===== config.mk =====
export PLATFORM = sky130hd
export DESIGN_NAME = sha1_stream_hasher_flat
export DESIGN_NICKNAME = d
export VERILOG_FILES = /design/src/rtl/sha1_pkg.sv /design/src/rtl/sha1_stream_if.sv /design/src/rtl/sha1_ram.sv /design/src/rtl/sha1_front.sv /design/src/rtl/sha1_back.sv /design/src/rtl/sha1_stream_hasher.sv /design/src/flat_wrapper.sv
export VERILOG_INCLUDE_DIRS = /design/src /design/src/rtl
export SDC_FILE = /design/constraint.sdc
export NUM_CORES = 2
export LEC_CHECK = 0
export BUFFER_PORTS_ARGS = -buffer_cell sky130_fd_sc_hd__buf_4
export CORE_ASPECT_RATIO = 1.25
export CORE_UTILIZATION = 40
export CTS_BUF_LIST = sky130_fd_sc_hd__clkbuf_4
export DETAILED_ROUTE_END_ITERATION = 10
export PLACE_DENSITY = 0.67
export SYNTH_ARGS = -nofsm -noshare
export SYNTH_HDL_FRONTEND = slang
export SYNTH_SLANG_ARGS = --single-unit

===== constraint.sdc =====
create_clock -name clk -period 5.54 [get_ports clk]
set_input_delay 1.108 -clock clk [delete_from_list [all_inputs] [get_ports clk]]
set_output_delay 1.108 -clock clk [all_outputs]
set_load 0.02 [all_outputs]

===== src/rtl/sha1_stream_hasher_macros.svh =====
// ---------------------------------------------------------------------------
// SHA-1 stream hasher assertion macros
// Shared assertion forms for the hasher RTL.
// ---------------------------------------------------------------------------
`ifndef SHA1_STREAM_HASHER_MACROS_SVH
`define SHA1_STREAM_HASHER_MACROS_SVH

// implication checked every clock, off during reset
`define SHS_ASSERT_IMPL(label, clk, rst, ante, cons) \
  label: assert property (@(posedge clk) disable iff (rst) (ante) |-> (cons)) \
    else $error("assertion failed");

// next-cycle implication, off during reset
`define SHS_ASSERT_NEXT(label, clk, rst, ante, cons) \
  label: assert property (@(posedge clk) disable iff (rst) (ante) |=> (cons)) \
    else $error("assertion failed");

`endif


===== src/rtl/sha1_pkg.sv =====
// ---------------------------------------------------------------------------
// SHA-1 package
// Constants, types and round helpers shared across the hasher.
// ---------------------------------------------------------------------------
package sha1_pkg;

  localparam logic [31:0] H0 = 32'h67452301;
  localparam logic [31:0] H1 = 32'hEFCDAB89;
  localparam logic [31:0] H2 = 32'h98BADCFE;
  localparam logic [31:0] H3 = 32'h10325476;
  localparam logic [31:0] H4 = 32'hC3D2E1F0;
  localparam logic [7:0]  PAD_BYTE = 8'h80;
  localparam int unsigned QDEPTH = 4;

  typedef struct packed {
    logic [7:0] msg_byte;
    logic       has_byte;
    logic       end_of_message;
  } in_req_t;

  typedef struct packed {
    logic [31:0] digest_word;
    logic [2:0]  word_index;
    logic        last_word;
  } out_req_t;

  typedef enum logic [2:0] {
    ST_IDLE, ST_PAD, ST_LEN, ST_RUN, ST_SUM, ST_EMIT
  } back_state_t;

  function automatic logic [31:0] round_k(input logic [6:0] r);
    logic [31:0] k;
    if (r < 7'd20) k = 32'h5A827999;
    else if (r < 7'd40) k = 32'h6ED9EBA1;
    else if (r < 7'd60) k = 32'h8F1BBCDC;
    else k = 32'hCA62C1D6;
    return k;
  endfunction

  function automatic logic [31:0] round_f(input logic [6:0] r, input logic [31:0] b,
                                          input logic [31:0] c, input logic [31:0] d);
    logic [31:0] f;
    if (r < 7'd20) f = (b & c) | (~b & d);
    else if (r < 7'd40) f = b ^ c ^ d;
    else if (r < 7'd60) f = (b & c) | (b & d) | (c & d);
    else f = b ^ c ^ d;
    return f;
  endfunction

endpackage


===== src/rtl/sha1_stream_if.sv =====
// ---------------------------------------------------------------------------
// SHA-1 stream channel
// Valid/ready channel carrying a request payload.
// ---------------------------------------------------------------------------
interface sha1_in_if;
  logic             valid;
  logic             ready;
  sha1_pkg::in_req_t payload;
  modport source (output valid, output payload, input ready);
  modport sink (input valid, input payload, output ready);
endinterface

interface sha1_out_if;
  logic              valid;
  logic              ready;
  sha1_pkg::out_req_t payload;
  modport source (output valid, output payload, input ready);
  modport sink (input valid, input payload, output ready);
endinterface


===== src/rtl/sha1_ram.sv =====
// ---------------------------------------------------------------------------
// SHA-1 generic RAM
// Single write port, single registered read port.
// ---------------------------------------------------------------------------
module sha1_ram #(
  parameter int unsigned WIDTH = 8,
  parameter int unsigned DEPTH = 64
) (
  input  logic                     clk,
  input  logic                     we,
  input  logic [$clog2(DEPTH)-1:0] waddr,
  input  logic [WIDTH-1:0]         wdata,
  input  logic [$clog2(DEPTH)-1:0] raddr,
  output logic [WIDTH-1:0]         rdata
);
  logic [WIDTH-1:0] mem [DEPTH];
  always_ff @(posedge clk) begin
    if (we) mem[waddr] <= wdata;
    rdata <= mem[raddr];
  end
endmodule


===== src/rtl/sha1_front.sv =====
// ---------------------------------------------------------------------------
// SHA-1 front end
// Accepts requests, drops idle ones and queues the rest for the back end.
// ---------------------------------------------------------------------------
module sha1_front (
  input  logic              clk,
  input  logic              rst,
  sha1_in_if.sink           in_ch,
  output logic              q_valid,
  output sha1_pkg::in_req_t q_data,
  input  logic              q_pop
);
  localparam int unsigned AW = $clog2(sha1_pkg::QDEPTH);
  sha1_pkg::in_req_t q [sha1_pkg::QDEPTH];
  logic [AW-1:0] rd_ptr;
  logic [AW-1:0] wr_ptr;
  logic [AW:0]   count;
  logic          push;
  logic          take;

  assign in_ch.ready = count != (AW+1)'(sha1_pkg::QDEPTH);
  assign take = in_ch.valid && in_ch.ready;
  assign push = take && (in_ch.payload.has_byte || in_ch.payload.end_of_message);
  assign q_valid = count != '0;
  assign q_data = q[rd_ptr];

  always_ff @(posedge clk) begin
    if (push) q[wr_ptr] <= in_ch.payload;
    if (rst) begin
      rd_ptr <= '0;
      wr_ptr <= '0;
      count <= '0;
    end else begin
      if (push) wr_ptr <= wr_ptr + 1'b1;
      if (q_pop) rd_ptr <= rd_ptr + 1'b1;
      count <= count + (AW+1)'(push) - (AW+1)'(q_pop);
    end
  end

  `include "sha1_stream_hasher_macros.svh"
  `SHS_ASSERT_IMPL(a_no_pop_empty, clk, rst, q_pop, q_valid)
  `SHS_ASSERT_IMPL(a_count_bound, clk, rst, 1'b1, count <= (AW+1)'(sha1_pkg::QDEPTH))
  `SHS_ASSERT_NEXT(a_push_fills, clk, rst, push && !q_pop, count == $past(count) + 1'b1)
endmodule


===== src/rtl/sha1_back.sv =====
// ---------------------------------------------------------------------------
// SHA-1 back end
// Fills blocks, pads, runs 80 rounds and emits the digest words.
// ---------------------------------------------------------------------------
module sha1_back (
  input  logic              clk,
  input  logic              rst,
  input  logic              q_valid,
  input  sha1_pkg::in_req_t q_data,
  output logic              q_pop,
  sha1_out_if.source        out_ch
);
  sha1_pkg::back_state_t state, state_next;
  logic [5:0]  fill;
  logic [63:0] bit_length;
  logic [31:0] h [5];
  logic [31:0] a, b, c, d, e;
  logic [31:0] win [16];
  logic [6:0]  round;
  logic        final_blk;
  logic        two_blk;
  logic [2:0]  widx;
  logic        out_v;
  logic [31:0] out_w;
  logic [2:0]  out_i;

  logic        ram_we;
  logic [3:0]  ram_waddr;
  logic [31:0] ram_wdata;
  logic [3:0]  ram_raddr;
  logic [31:0] ram_rdata;
  logic [31:0] word_acc;

  sha1_ram #(.WIDTH(32), .DEPTH(16)) u_blk (
    .clk(clk), .we(ram_we), .waddr(ram_waddr), .wdata(ram_wdata),
    .raddr(ram_raddr), .rdata(ram_rdata)
  );

  logic [31:0] w_cur, x_sched, tmp;
  logic        out_free;
  assign out_free = !out_v || out_ch.ready;
  assign x_sched = win[13] ^ win[8] ^ win[2] ^ win[0];
  assign w_cur = (round < 7'd16) ? ram_rdata : {x_sched[30:0], x_sched[31]};
  assign tmp = {a[26:0], a[31:27]} + sha1_pkg::round_f(round, b, c, d) + e
               + sha1_pkg::round_k(round) + w_cur;
  assign ram_raddr = round[3:0] + ((state == sha1_pkg::ST_RUN) ? 4'd1 : 4'd0);

  logic [31:0] byte_word;
  always_comb begin
    byte_word = word_acc;
    unique case (fill[1:0])
      2'd0: byte_word = {q_data.msg_byte, 24'd0};
      2'd1: byte_word[23:16] = q_data.msg_byte;
      2'd2: byte_word[15:8] = q_data.msg_byte;
      2'd3: byte_word[7:0] = q_data.msg_byte;
      default: byte_word = word_acc;
    endcase
  end
  logic [31:0] pad_word;
  always_comb begin
    pad_word = word_acc;
    unique case (fill[1:0])
      2'd0: pad_word = {sha1_pkg::PAD_BYTE, 24'd0};
      2'd1: pad_word = {word_acc[31:24], sha1_pkg::PAD_BYTE, 16'd0};
      2'd2: pad_word = {word_acc[31:16], sha1_pkg::PAD_BYTE, 8'd0};
      2'd3: pad_word = {word_acc[31:8], sha1_pkg::PAD_BYTE};
      default: pad_word = word_acc;
    endcase
  end

  always_comb begin
    state_next = state;
    q_pop = 1'b0;
    ram_we = 1'b0;
    ram_waddr = fill[5:2];
    ram_wdata = byte_word;
    unique case (state)
      sha1_pkg::ST_IDLE: begin
        if (q_valid) begin
          if (q_data.has_byte) begin
            ram_we = fill[1:0] == 2'd3;
            if (fill == 6'd63) state_next = sha1_pkg::ST_RUN;
            else if (q_data.end_of_message) state_next = sha1_pkg::ST_PAD;
            else q_pop = 1'b1;
          end else begin
            state_next = sha1_pkg::ST_PAD;
          end
        end
      end
      sha1_pkg::ST_PAD: begin
        ram_we = 1'b1;
        ram_wdata = final_blk ? 32'd0 : pad_word;
        if (fill[5:2] == 4'd13 && !two_blk) state_next = sha1_pkg::ST_LEN;
        else if (fill[5:2] == 4'd15) state_next = sha1_pkg::ST_RUN;
      end
      sha1_pkg::ST_LEN: begin
        ram_we = 1'b1;
        ram_wdata = fill[2] ? bit_length[31:0] : bit_length[63:32];
        if (fill[5:2] == 4'd15) state_next = sha1_pkg::ST_RUN;
      end
      sha1_pkg::ST_RUN: begin
        if (round == 7'd79) state_next = sha1_pkg::ST_SUM;
      end
      sha1_pkg::ST_SUM: begin
        if (two_blk) state_next = sha1_pkg::ST_PAD;
        else if (final_blk) state_next = sha1_pkg::ST_EMIT;
        else begin
          state_next = sha1_pkg::ST_IDLE;
          q_pop = !q_data.end_of_message;
          if (q_data.end_of_message) state_next = sha1_pkg::ST_PAD;
        end
      end
      sha1_pkg::ST_EMIT: begin
        if (out_free && widx == 3'd4) begin
          state_next = sha1_pkg::ST_IDLE;
          q_pop = 1'b1;
        end
      end
      default: state_next = sha1_pkg::ST_IDLE;
    endcase
  end

  always_ff @(posedge clk) begin
    if (rst) state <= sha1_pkg::ST_IDLE;
    else state <= state_next;
  end

  always_ff @(posedge clk) begin
    if (rst) begin
      fill <= '0;
      bit_length <= '0;
      h[0] <= sha1_pkg::H0; h[1] <= sha1_pkg::H1; h[2] <= sha1_pkg::H2;
      h[3] <= sha1_pkg::H3; h[4] <= sha1_pkg::H4;
      round <= '0;
      final_blk <= 1'b0;
      two_blk <= 1'b0;
      widx <= '0;
      out_v <= 1'b0;
      a <= '0; b <= '0; c <= '0; d <= '0; e <= '0;
    end else begin
      out_v <= (state == sha1_pkg::ST_EMIT && out_free) || (out_v && !out_ch.ready);
      unique case (state)
        sha1_pkg::ST_IDLE: begin
          if (q_valid && q_data.has_byte) begin
            fill <= fill + 6'd1;
            bit_length <= bit_length + 64'd8;
            if (fill == 6'd63) begin
              word_acc <= byte_word;
              round <= '0;
              a <= h[0]; b <= h[1]; c <= h[2]; d <= h[3]; e <= h[4];
            end else if (q_data.end_of_message) begin
              final_blk <= 1'b0;
              two_blk <= (fill + 6'd1) >= 6'd56;
              word_acc <= (fill[1:0] == 2'd3) ? 32'd0 : byte_word;
            end else begin
              word_acc <= byte_word;
            end
          end else if (q_valid) begin
            final_blk <= 1'b0;
            two_blk <= fill >= 6'd56;
            word_acc <= fill[1:0] == 2'd0 ? 32'd0 : word_acc;
          end
        end
        sha1_pkg::ST_PAD: begin
          final_blk <= 1'b1;
          word_acc <= '0;
          fill <= {fill[5:2] + 4'd1, 2'd0};
          if (fill[5:2] == 4'd15) begin
            round <= '0;
            a <= h[0]; b <= h[1]; c <= h[2]; d <= h[3]; e <= h[4];
          end
        end
        sha1_pkg::ST_LEN: begin
          fill <= {fill[5:2] + 4'd1, 2'd0};
          final_blk <= 1'b1;
          if (fill[5:2] == 4'd15) begin
            round <= '0;
            a <= h[0]; b <= h[1]; c <= h[2]; d <= h[3]; e <= h[4];
          end
        end
        sha1_pkg::ST_RUN: begin
          round <= round + 7'd1;
          e <= d; d <= c; c <= {b[1:0], b[31:2]}; b <= a; a <= tmp;
        end
        sha1_pkg::ST_SUM: begin
          h[0] <= h[0] + a; h[1] <= h[1] + b; h[2] <= h[2] + c;
          h[3] <= h[3] + d; h[4] <= h[4] + e;
          fill <= '0;
          if (two_blk) begin
            two_blk <= 1'b0;
            final_blk <= 1'b1;
          end else if (!final_blk) begin
            final_blk <= 1'b0;
            two_blk <= 1'b0;
            word_acc <= {sha1_pkg::PAD_BYTE, 24'd0};
          end
          widx <= '0;
        end
        sha1_pkg::ST_EMIT: begin
          if (out_free) begin
            out_w <= h[widx];
            out_i <= widx;
            widx <= widx + 3'd1;
            if (widx == 3'd4) begin
              h[0] <= sha1_pkg::H0; h[1] <= sha1_pkg::H1; h[2] <= sha1_pkg::H2;
              h[3] <= sha1_pkg::H3; h[4] <= sha1_pkg::H4;
              fill <= '0;
              bit_length <= '0;
              final_blk <= 1'b0;
              two_blk <= 1'b0;
            end
          end
        end
        default: ;
      endcase
    end
  end

  always_ff @(posedge clk) begin
    if (state == sha1_pkg::ST_RUN) begin
      for (int i = 0; i < 15; i++) win[i] <= win[i+1];
      win[15] <= w_cur;
    end
  end

  assign out_ch.valid = out_v;
  assign out_ch.payload.digest_word = out_w;
  assign out_ch.payload.word_index = out_i;
  assign out_ch.payload.last_word = out_i == 3'd4;

  `include "sha1_stream_hasher_macros.svh"
  `SHS_ASSERT_IMPL(a_round_range, clk, rst, state == sha1_pkg::ST_RUN, round <= 7'd79)
  `SHS_ASSERT_IMPL(a_emit_index, clk, rst, out_v, out_i <= 3'd4)
  `SHS_ASSERT_NEXT(a_run_advance, clk, rst,
                   state == sha1_pkg::ST_RUN && round != 7'd79, round == $past(round) + 7'd1)
endmodule


===== src/rtl/sha1_stream_hasher.sv =====
// ---------------------------------------------------------------------------
// SHA-1 stream hasher
// Byte-serial SHA-1 with padding; emits five digest words per message.
// ---------------------------------------------------------------------------
//  channel  | dir | payload
//  in_ch    | in  | msg_byte[7:0], has_byte, end_of_message
//  out_ch   | out | digest_word[31:0], word_index[2:0], last_word
//
//  Each byte is packed into the block buffer; a full block runs 80 rounds,
//  one per cycle, on the shared round unit, and is then folded into the chain.
//  A final item adds up to 16 padding words per block, then five digest words.
//  Reset is synchronous; the front queue accepts while rounds run, until full.
module sha1_stream_hasher (
  input logic     clk,
  input logic     rst,
  sha1_in_if.sink  in_ch,
  sha1_out_if.source out_ch
);
  logic              q_valid;
  logic              q_pop;
  sha1_pkg::in_req_t q_data;

  sha1_front u_front (
    .clk(clk), .rst(rst), .in_ch(in_ch),
    .q_valid(q_valid), .q_data(q_data), .q_pop(q_pop)
  );

  sha1_back u_back (
    .clk(clk), .rst(rst), .q_valid(q_valid), .q_data(q_data),
    .q_pop(q_pop), .out_ch(out_ch)
  );
endmodule

===== src/flat_wrapper.sv =====
// flat-port wrapper written by rule: the top's interface ports become plain ports
module sha1_stream_hasher_flat 
  (clk, rst, in_ch_valid, in_ch_payload, in_ch_ready, out_ch_valid, out_ch_payload, out_ch_ready);
  sha1_in_if in_ch_i ();
  sha1_out_if out_ch_i ();
  input logic clk;
  input logic rst;
  input wire logic [$bits(in_ch_i.valid)-1:0] in_ch_valid;
  input wire logic [$bits(in_ch_i.payload)-1:0] in_ch_payload;
  output wire logic [$bits(in_ch_i.ready)-1:0] in_ch_ready;
  output wire logic [$bits(out_ch_i.valid)-1:0] out_ch_valid;
  output wire logic [$bits(out_ch_i.payload)-1:0] out_ch_payload;
  input wire logic [$bits(out_ch_i.ready)-1:0] out_ch_ready;
  assign in_ch_i.valid = in_ch_valid;
  assign in_ch_i.payload = in_ch_payload;
  assign in_ch_ready = in_ch_i.ready;
  assign out_ch_valid = out_ch_i.valid;
  assign out_ch_payload = out_ch_i.payload;
  assign out_ch_i.ready = out_ch_ready;
  sha1_stream_hasher u_core (.clk(clk), .rst(rst), .in_ch(in_ch_i), .out_ch(out_ch_i));
endmodule

# Word level (Yosys, flattened, before mapping)
# Memory sizes are Yosys's and may differ from the RTL's. A register that Yosys moved wholly into a read port is not among the register bits.
# Cells that the tools add are included.
dict set report word_totals {
  word_cells 258
  in_bits 14
  regBits 288
  ramBits 1224
  memories 4
  output_inout_bits 38
}
dict set report classes {
  n_bitwise 24
  n_addsub 19
  reduce_logical 33
  n_mux 124
  magnitude_cmp 6
  eq_ne 30
}
# name words word_bits read_ports rd_clocked_by_memory_dff wr line
set memory_table {}
lappend memory_table {u_core.u_back.u_blk.mem 16 32 1 1 1 sha1_ram.sv:16} ;# logic [WIDTH-1:0] mem [DEPTH];
lappend memory_table {u_core.u_back.win 16 32 16 0 16 sha1_back.sv:18} ;# logic [31:0] win [16];
lappend memory_table {u_core.u_back.h 5 32 6 1 5 sha1_back.sv:16} ;# logic [31:0] h [5];
lappend memory_table {u_core.u_front.q 4 10 1 1 1 sha1_front.sv:14} ;# sha1_pkg::in_req_t q [sha1_pkg::QDEPTH];
# cell count
set ops {}
lappend ops {{two-way mux 32 bit} 41}
lappend ops {{case mux 32 bit (3 select lines)} 6}
lappend ops {{adder 32 bit} 9}
lappend ops {{two-way mux 64 bit} 3}
lappend ops {{bitwise XOR 32 bit} 5}
lappend ops {{bitwise AND 32 bit} 4}
lappend ops {{case mux 32 bit (4 select lines)} 1}
lappend ops {{case mux 64 bit (2 select lines)} 1}
lappend ops {{bitwise OR 32 bit} 3}
lappend ops {{adder 64 x 4 -> 64 bit (second input constant)} 1}
lappend ops {{case mux 32 bit (2 select lines)} 1}
lappend ops {{case mux 8 bit (2 select lines)} 3}
lappend ops {{two-way mux 1 bit} 39}
lappend ops {{two-way mux 3 bit} 11}
lappend ops {{NOT 32 bit} 1}
lappend ops {{two-way mux 31 bit} 1}
lappend ops {{case mux 6 bit (4 select lines)} 1}
lappend ops {{two-way mux 7 bit} 3}
lappend ops {{case mux 7 bit (3 select lines)} 1}
lappend ops {{two-way mux 6 bit} 3}
lappend ops {{case mux 3 bit (6 select lines)} 1}
lappend ops {{AND reduction 6 bit} 3}
lappend ops {{!= test 2 bit (second input constant)} 8}
lappend ops {{AND reduction 4 bit} 4}
lappend ops {{41 further kinds} 82}

# Logic depth before layout (Yosys ltp)
dict set report logic_depth {
  ltp_word 11
  mapped_depth 25
}

# Hierarchy
# A second synthesis with hierarchy kept.
dict set report hier_totals {
  hier_cells 5432
  area_unflattened_um2 72386.9
}
# mod area_each_um2 n_inst cells_each
set modules_own_cells {}
lappend modules_own_cells {sha1_back 50632.3 1 4493}
lappend modules_own_cells {sha1_ram 19835.3 1 838}
lappend modules_own_cells {sha1_front 1919.3 1 101}

# Least setup slack after synthesis
# No wires, ideal clock.
dict set report synth_path {
  path_kind {register to register}
  start {register u_core.u_back.state[1]}
  end {register u_core.u_back.u_blk.rdata[11], read port of u_core.u_back.u_blk.mem}
  required_time_ps 5406
  setup_slack_ps -505
  path_stages_with_launch 11
  arrival_time_ps 5911
  period_less_slack_ps 6045
  setup_ps 134
  path_cell_list {dfxtp_1 > clkbuf_1 > nand3_1 > inv_1 > buf_6 > buf_6 > ha_1 > clkbuf_1 > buf_1 > mux4_2 > mux4_2}
}
dict set report synth_between {
  elab_chain_len 3
}
# item line
set synth_rtl {}
lappend synth_rtl {{start, declared} sha1_back.sv:13} ;# sha1_pkg::back_state_t state, state_next;
lappend synth_rtl {{start signal, assigned} sha1_back.sv:124} ;# if (rst) state <= sha1_pkg::ST_IDLE;
lappend synth_rtl {{start signal, assigned} sha1_back.sv:125} ;# else state <= state_next;
lappend synth_rtl {{== test 3 x 2 -> 1 bit} sha1_back.sv:46} ;# assign ram_raddr = round[3:0] + ((state == sha1_pkg::ST_RUN) ? 4'd1 : 4'd0);
lappend synth_rtl {{two-way mux 1 bit} sha1_back.sv:46}
lappend synth_rtl {{adder 4 x 1 -> 4 bit} sha1_back.sv:46}
lappend synth_rtl {{end, declared} sha1_ram.sv:14} ;# output logic [WIDTH-1:0] rdata
# Every way passes these cells.
# A chain may end at the register's enable or synchronous reset.

# Worst setup path in the final report
dict set report layout_path {
  start {register u_core.u_back.round[6]}
  end {register u_core.u_back.a[29]}
}
dict set report layout_between {
  elab_chain_len 9
}
# item line
set layout_rtl {}
lappend layout_rtl {{start, declared} sha1_back.sv:19} ;# logic [6:0] round;
lappend layout_rtl {{start signal, assigned} sha1_back.sv:182} ;# round <= round + 7'd1;
lappend layout_rtl {{< comparator 7 x 6 -> 1 bit} {sha1_pkg.sv:35, sha1_pkg.sv:45}}
lappend layout_rtl {{two-way mux 32 bit} sha1_pkg.sv:45} ;# else if (r < 7'd60) f = (b & c) | (b & d) | (c & d);
lappend layout_rtl {{two-way mux 32 bit} sha1_pkg.sv:44} ;# else if (r < 7'd40) f = b ^ c ^ d;
lappend layout_rtl {{two-way mux 32 bit} sha1_pkg.sv:43} ;# if (r < 7'd20) f = (b & c) | (~b & d);
lappend layout_rtl {{adder 32 bit (2 in series)} sha1_back.sv:44} ;# assign tmp = {a[26:0], a[31:27]} + sha1_pkg::round_f(round, b, c, d) + e
lappend layout_rtl {{adder 32 bit} sha1_back.sv:45} ;# + sha1_pkg::round_k(round) + w_cur;
lappend layout_rtl {{adder 32 bit *} sha1_back.sv:45}
lappend layout_rtl {{case mux 32 bit (3 select lines) *} sha1_back.sv:142} ;# unique case (state)
lappend layout_rtl {{end signal, assigned} sha1_back.sv:150} ;# a <= h[0]; b <= h[1]; c <= h[2]; d <= h[3]; e <= h[4];
lappend layout_rtl {{end signal, assigned} sha1_back.sv:170} ;# a <= h[0]; b <= h[1]; c <= h[2]; d <= h[3]; e <= h[4];
lappend layout_rtl {{end signal, assigned} sha1_back.sv:178} ;# a <= h[0]; b <= h[1]; c <= h[2]; d <= h[3]; e <= h[4];
lappend layout_rtl {{end, declared} sha1_back.sv:17} ;# logic [31:0] a, b, c, d, e;
# Mark *: on every way between the ends. The rest lies on a longest branch, timed or not.

==> metrics.md <==
| Metric | Value |
|---|---|
| Die W | `381.7 µm` |
| Num CTS Buffers | `around 400` |
| GR Util met3 | `4.253%` |
| Most common cell on crit path | `inv_1` |
| Yosys reg bits | `around 1600` |
| Mapped Nets | `5618` |
| Yosys top cell by area | `edfxtp_1` |
| Fmax | `about 180 MHz` |
| Worst skew pair latency | `1.40 ns` |
| Netlist cell types | `slightly above 90` |
| Compound-cell area share of the yosys netlist | `approximately 8.6%` |
| Longest Clk Path Bufs | `4` |
| H-tree depth | `5` |
| Seq pwr share | `45.6%` |
| Peak supply drop | `0.0002710 V` |
| Clock root buffer | `clkbuf_4` |
| FP Rows | `approximately 170` |
| Post-synth top area share | `between 50 and 60%` |
| GR Layer Usage met2 | `31.80%` |
| CP cell instances | `buf_4 > nor2_2 > and2_4 > inv_1 > nand2_2 > nand2_4 > buf_12 > buf_6 > a221o_1 > fa_1 > inv_1 > fa_1 > inv_1 > ha_4 > and2b_2 > o2111ai_2 > a31o_2 > a2111oi_4 > o41ai_4 > o21ai_2 > o41a_1 > or3_1 > nand3_1 > a31oi_1` |
| Count leader, synth | `edfxtp_1` |
| 1st-pass router iterations | `5` |
| Design Power | `about 33 mW` |
| Final cell count without fillers | `roughly 8300` |
| Wirelength per Cell | `about 22 µm` |
| CP endpoint kind | `flop` |
| GPL Wtd Cong | `0.9158` |
| Comb power frac | `between 20% and 30%` |
| Drt via density | `5.494` |
| Fillers | `15940` |
| Placed cells | `about 7600` |
| Ys flop type | `edfxtp_1` |
| Worst Path Max Fanout | `9` |
| Clock slew at the register clock pins of the worst setup and hold paths | `around 0.07 ns` |
| Status | `complete, no violations` |
| Post-synth EDFFs | `about 1300` |
| Initial antenna violation count | `5` |
| Sw power | `between 10 and 15 mW` |
| Final hold viol count | `0` |
| Worst min-delay path class | `in2reg` |
| Post-DP Area | `between 70000 and 80000 µm²` |
| Syn-to-layout area delta | `12.77%` |
| Post-DRT Antenna Nets | `0` |
| PortBufs | `51` |
| Top post-synthesis cells by area | `edfxtp_1 (54%), dfxtp_1 (7.9%), mux4_2 (6.3%)` |
| Fin crit period | `around 5.4 ns` |
| Post-synthesis mux area share | `7.685%` |
| Sw Share | `between 30% and 40%` |
| Grt total ovfl | `0` |
| XOR/XNOR share of the synthesized area | `3.681%` |
| Simple-Gate Fraction of Synth Area | `8.343%` |
| Fin Setup TNS | `0 ns` |
| Synth Area in Adders | `7.213%` |
| Final instance area | `81300 µm²` |
| Post-synth top cells | `edfxtp_1 (1291), nand2_1 (536), nor2_1 (435), dfxtp_1 (284), inv_1 (280)` |
| WP data arrival | `about 6.6 ns` |
| Cell Pwr Density | `between 400 and 500 nW/µm²` |
| Endpoints failing setup | `0` |
| Critical Path Start Type | `flop` |
| Io pins | `52` |
| Static leakage | `between 20 and 30 nW` |
| Total vias in the final route | `45850` |
| Int Pwr | `between 20 and 25 mW` |
| Largest family of logic cells by synthesized area | `compound AO/OA/AOI/OAI gates` |
| Slowest CP cell | `fa_1` |
| Worst EP required | `~6.7 ns` |
| Synth warn | `0` |
| CTS sink cnt | `around 1600` |
| Mapped cell area | `between 70000 and 80000 µm²` |
| Starting Density | `between 40% and 50%` |
| Gate Count Post-Synth | `5264` |
| Die Y | `476.6 µm` |
| Clk network pwr share | `between 20 and 30%` |
| Rel. slew slack | `~6.9%` |
| Core area | `about 180000 µm²` |
| Final slew viol count | `0` |
| GRT Total Usage | `about 20%` |
| Slew @ Worst Pin | `about 1.4 ns` |
| Seq/Total Area, Yosys | `61.66%` |
| Detailed-placement wirelength estimate | `about 120000 µm` |
| Vias in the first global route | `45650` |
| Mean Syn Cell Area | `between 10 and 15 µm²` |
| Met1 GRT Util | `roughly 26%` |
| First-pass GRT wire length | `about 270000 µm` |
| Layout cells sized above 1 | `between 10% and 20%` |
| Die area | `181900 µm²` |
| CTS tree | `built` |
| Max-cap check violation count | `0` |
| Largest net degree at the start of global routing | `around 200` |
| # nets final | `approximately 6000` |
| Global routing's busiest layer | `met2` |
| CP max stage delay | `about 0.50 ns` |
| Period utilization | `98.29%` |
| Asr flop ratio synth | `0%` |
| Layout Skew | `0.1471 ns` |
| Critical setup path kind | `reg2reg` |
| Initial DRC count | `roughly 4200` |
| Post-Route WL | `~180000 µm` |
| DRC errors left | `0` |
==> worst max-delay path: cells and delay by family (launching register included) <==
| family | cells | cell delay, ns |
|---|---|---|
| flops | 1 | 0.34 |
| buf+inv | 6 | 0.60 |
| fa+ha+maj | 3 | 1.24 |
| compound gates | 8 | 2.05 |
| simple gates | 7 | 1.04 |
==> kinds of logic after synthesis <==
kind of cell    after synthesis
compound gates              885
xor+xnor                    303
flops                      1575
buf+inv                     502
simple gates               1362
mux                         297
fa+ha+maj                   340
==> layout by cell type (no fill, tap or decap), types with 21 or more instances in the layout <==
cell type / count
o21ai_0: 150
nand2_1: 534
a21o_1: 82
a311oi_1: 137
o221ai_1: 25
ha_1: 209
nor2_1: 432
and2_1: 25
inv_1: 278
fa_1: 125
o21a_1: 52
nand4_1: 23
a22oi_1: 34
and3_1: 31
nor2b_1: 40
or3_1: 29
xnor2_1: 194
clkbuf_4: 605
nand2b_1: 33
mux2_2: 32
dfxtp_1: 276
buf_4: 183
mux4_2: 202
a21oi_1: 173
nor3_1: 66
nand3_1: 59
edfxtp_1: 1291
a31oi_1: 22
clkinv_1: 93
o21bai_1: 21
xor2_1: 104
a211oi_1: 34
mux2i_1: 63
==> path summary, 6_finish.rpt <==
kind | startpoint | to | slack [ns] | depth (start not counted)
worst max-delay path | u_core.u_back.round[6]$_SDFFE_PP0P_ | u_core.u_back.a[29]$_SDFFE_PP0P_ | 0.09 | 24
worst min-delay path | out_ch_ready | u_core.u_back.out_ch.valid$_SDFF_PP0_ | 0.20 | 3
worst max register to register | u_core.u_back.round[6]$_SDFFE_PP0P_ | u_core.u_back.a[29]$_SDFFE_PP0P_ | 0.09 | 24
worst min register to register | u_core.u_back.win[1][82]$_DFFE_PP_ | u_core.u_back.win[1][50]$_DFFE_PP_ | 0.34 | 0
==> stage by stage <==
stage                     setup slack, ns  utilization, %  hold WS, ns
after floorplan                  0.008994               -       0.4003
after global placement             0.1541           42.45       0.4005
after detailed placement          0.06601           42.45       0.4045
after CTS                         0.04919           45.40      0.04600
after global routing             -0.06369           45.58      0.06524
final                             0.09496           45.58       0.2001
==> repair_timing <==
item,4_1_cts,5_1_grt
hold buffers,11,0
gates resized for setup,0,32
endpoints found under the hold margin,45,0
setup buffers,0,11
endpoints found under the setup margin,0,14
==> layer usage <==
metal	routed length [µm]	up-vias
li1	-	20710
met1	75890	22950
met2	87350	1801
met3	12160	376
met4	5603	4
met5	21	-
==> flip-flops by register name (all words and copies together) (netlist names), 3 cells and up, named ones only <==
register and cells:
u_core.u_back.u_blk.mem 512, u_core.u_back.win 512, u_core.u_back.h 160, u_core.u_back.bit_length 61, u_core.u_front.q 40, u_core.u_back.a 32, u_core.u_back.b 32, u_core.u_back.c 32
u_core.u_back.d 32, u_core.u_back.e 32, u_core.u_back.out_w 32, u_core.u_back.u_blk.rdata 32, u_core.u_back.word_acc 32, u_core.u_back.round 7, u_core.u_back.fill 6, u_core.u_back.out_i 3
u_core.u_back.state 3, u_core.u_back.widx 3, u_core.u_front.count 3
==> power by group through the flow <==
stage          Clock, mW  Combinational (mW)  Sequential (mW)
3_5_place_dp           0                8.01             15.5
5_1_grt             10.8                8.97             15.3
2_1_floorplan          0                5.65             15.2
6_report            9.98                8.20             15.2
4_1_cts             10.2                8.07             15.2
3_3_place_gp           0                7.89             15.4
==> area by class of cell <==
cell class                 count  area, µm²  share of cell area, %
multi-input combinational   3187      25900                  31.86
clock inverter               117      615.6                 0.7572
timing repair buffer         207       1728                  2.125
sequential                  1575      44460                  54.69
inverter                     281       1062                  1.307
antenna                       11      27.53                0.03386
tap                         2362       2955                  3.635
clock buffer                 605       4542                  5.587
Note: power is estimated with default switching activity, not from simulation.
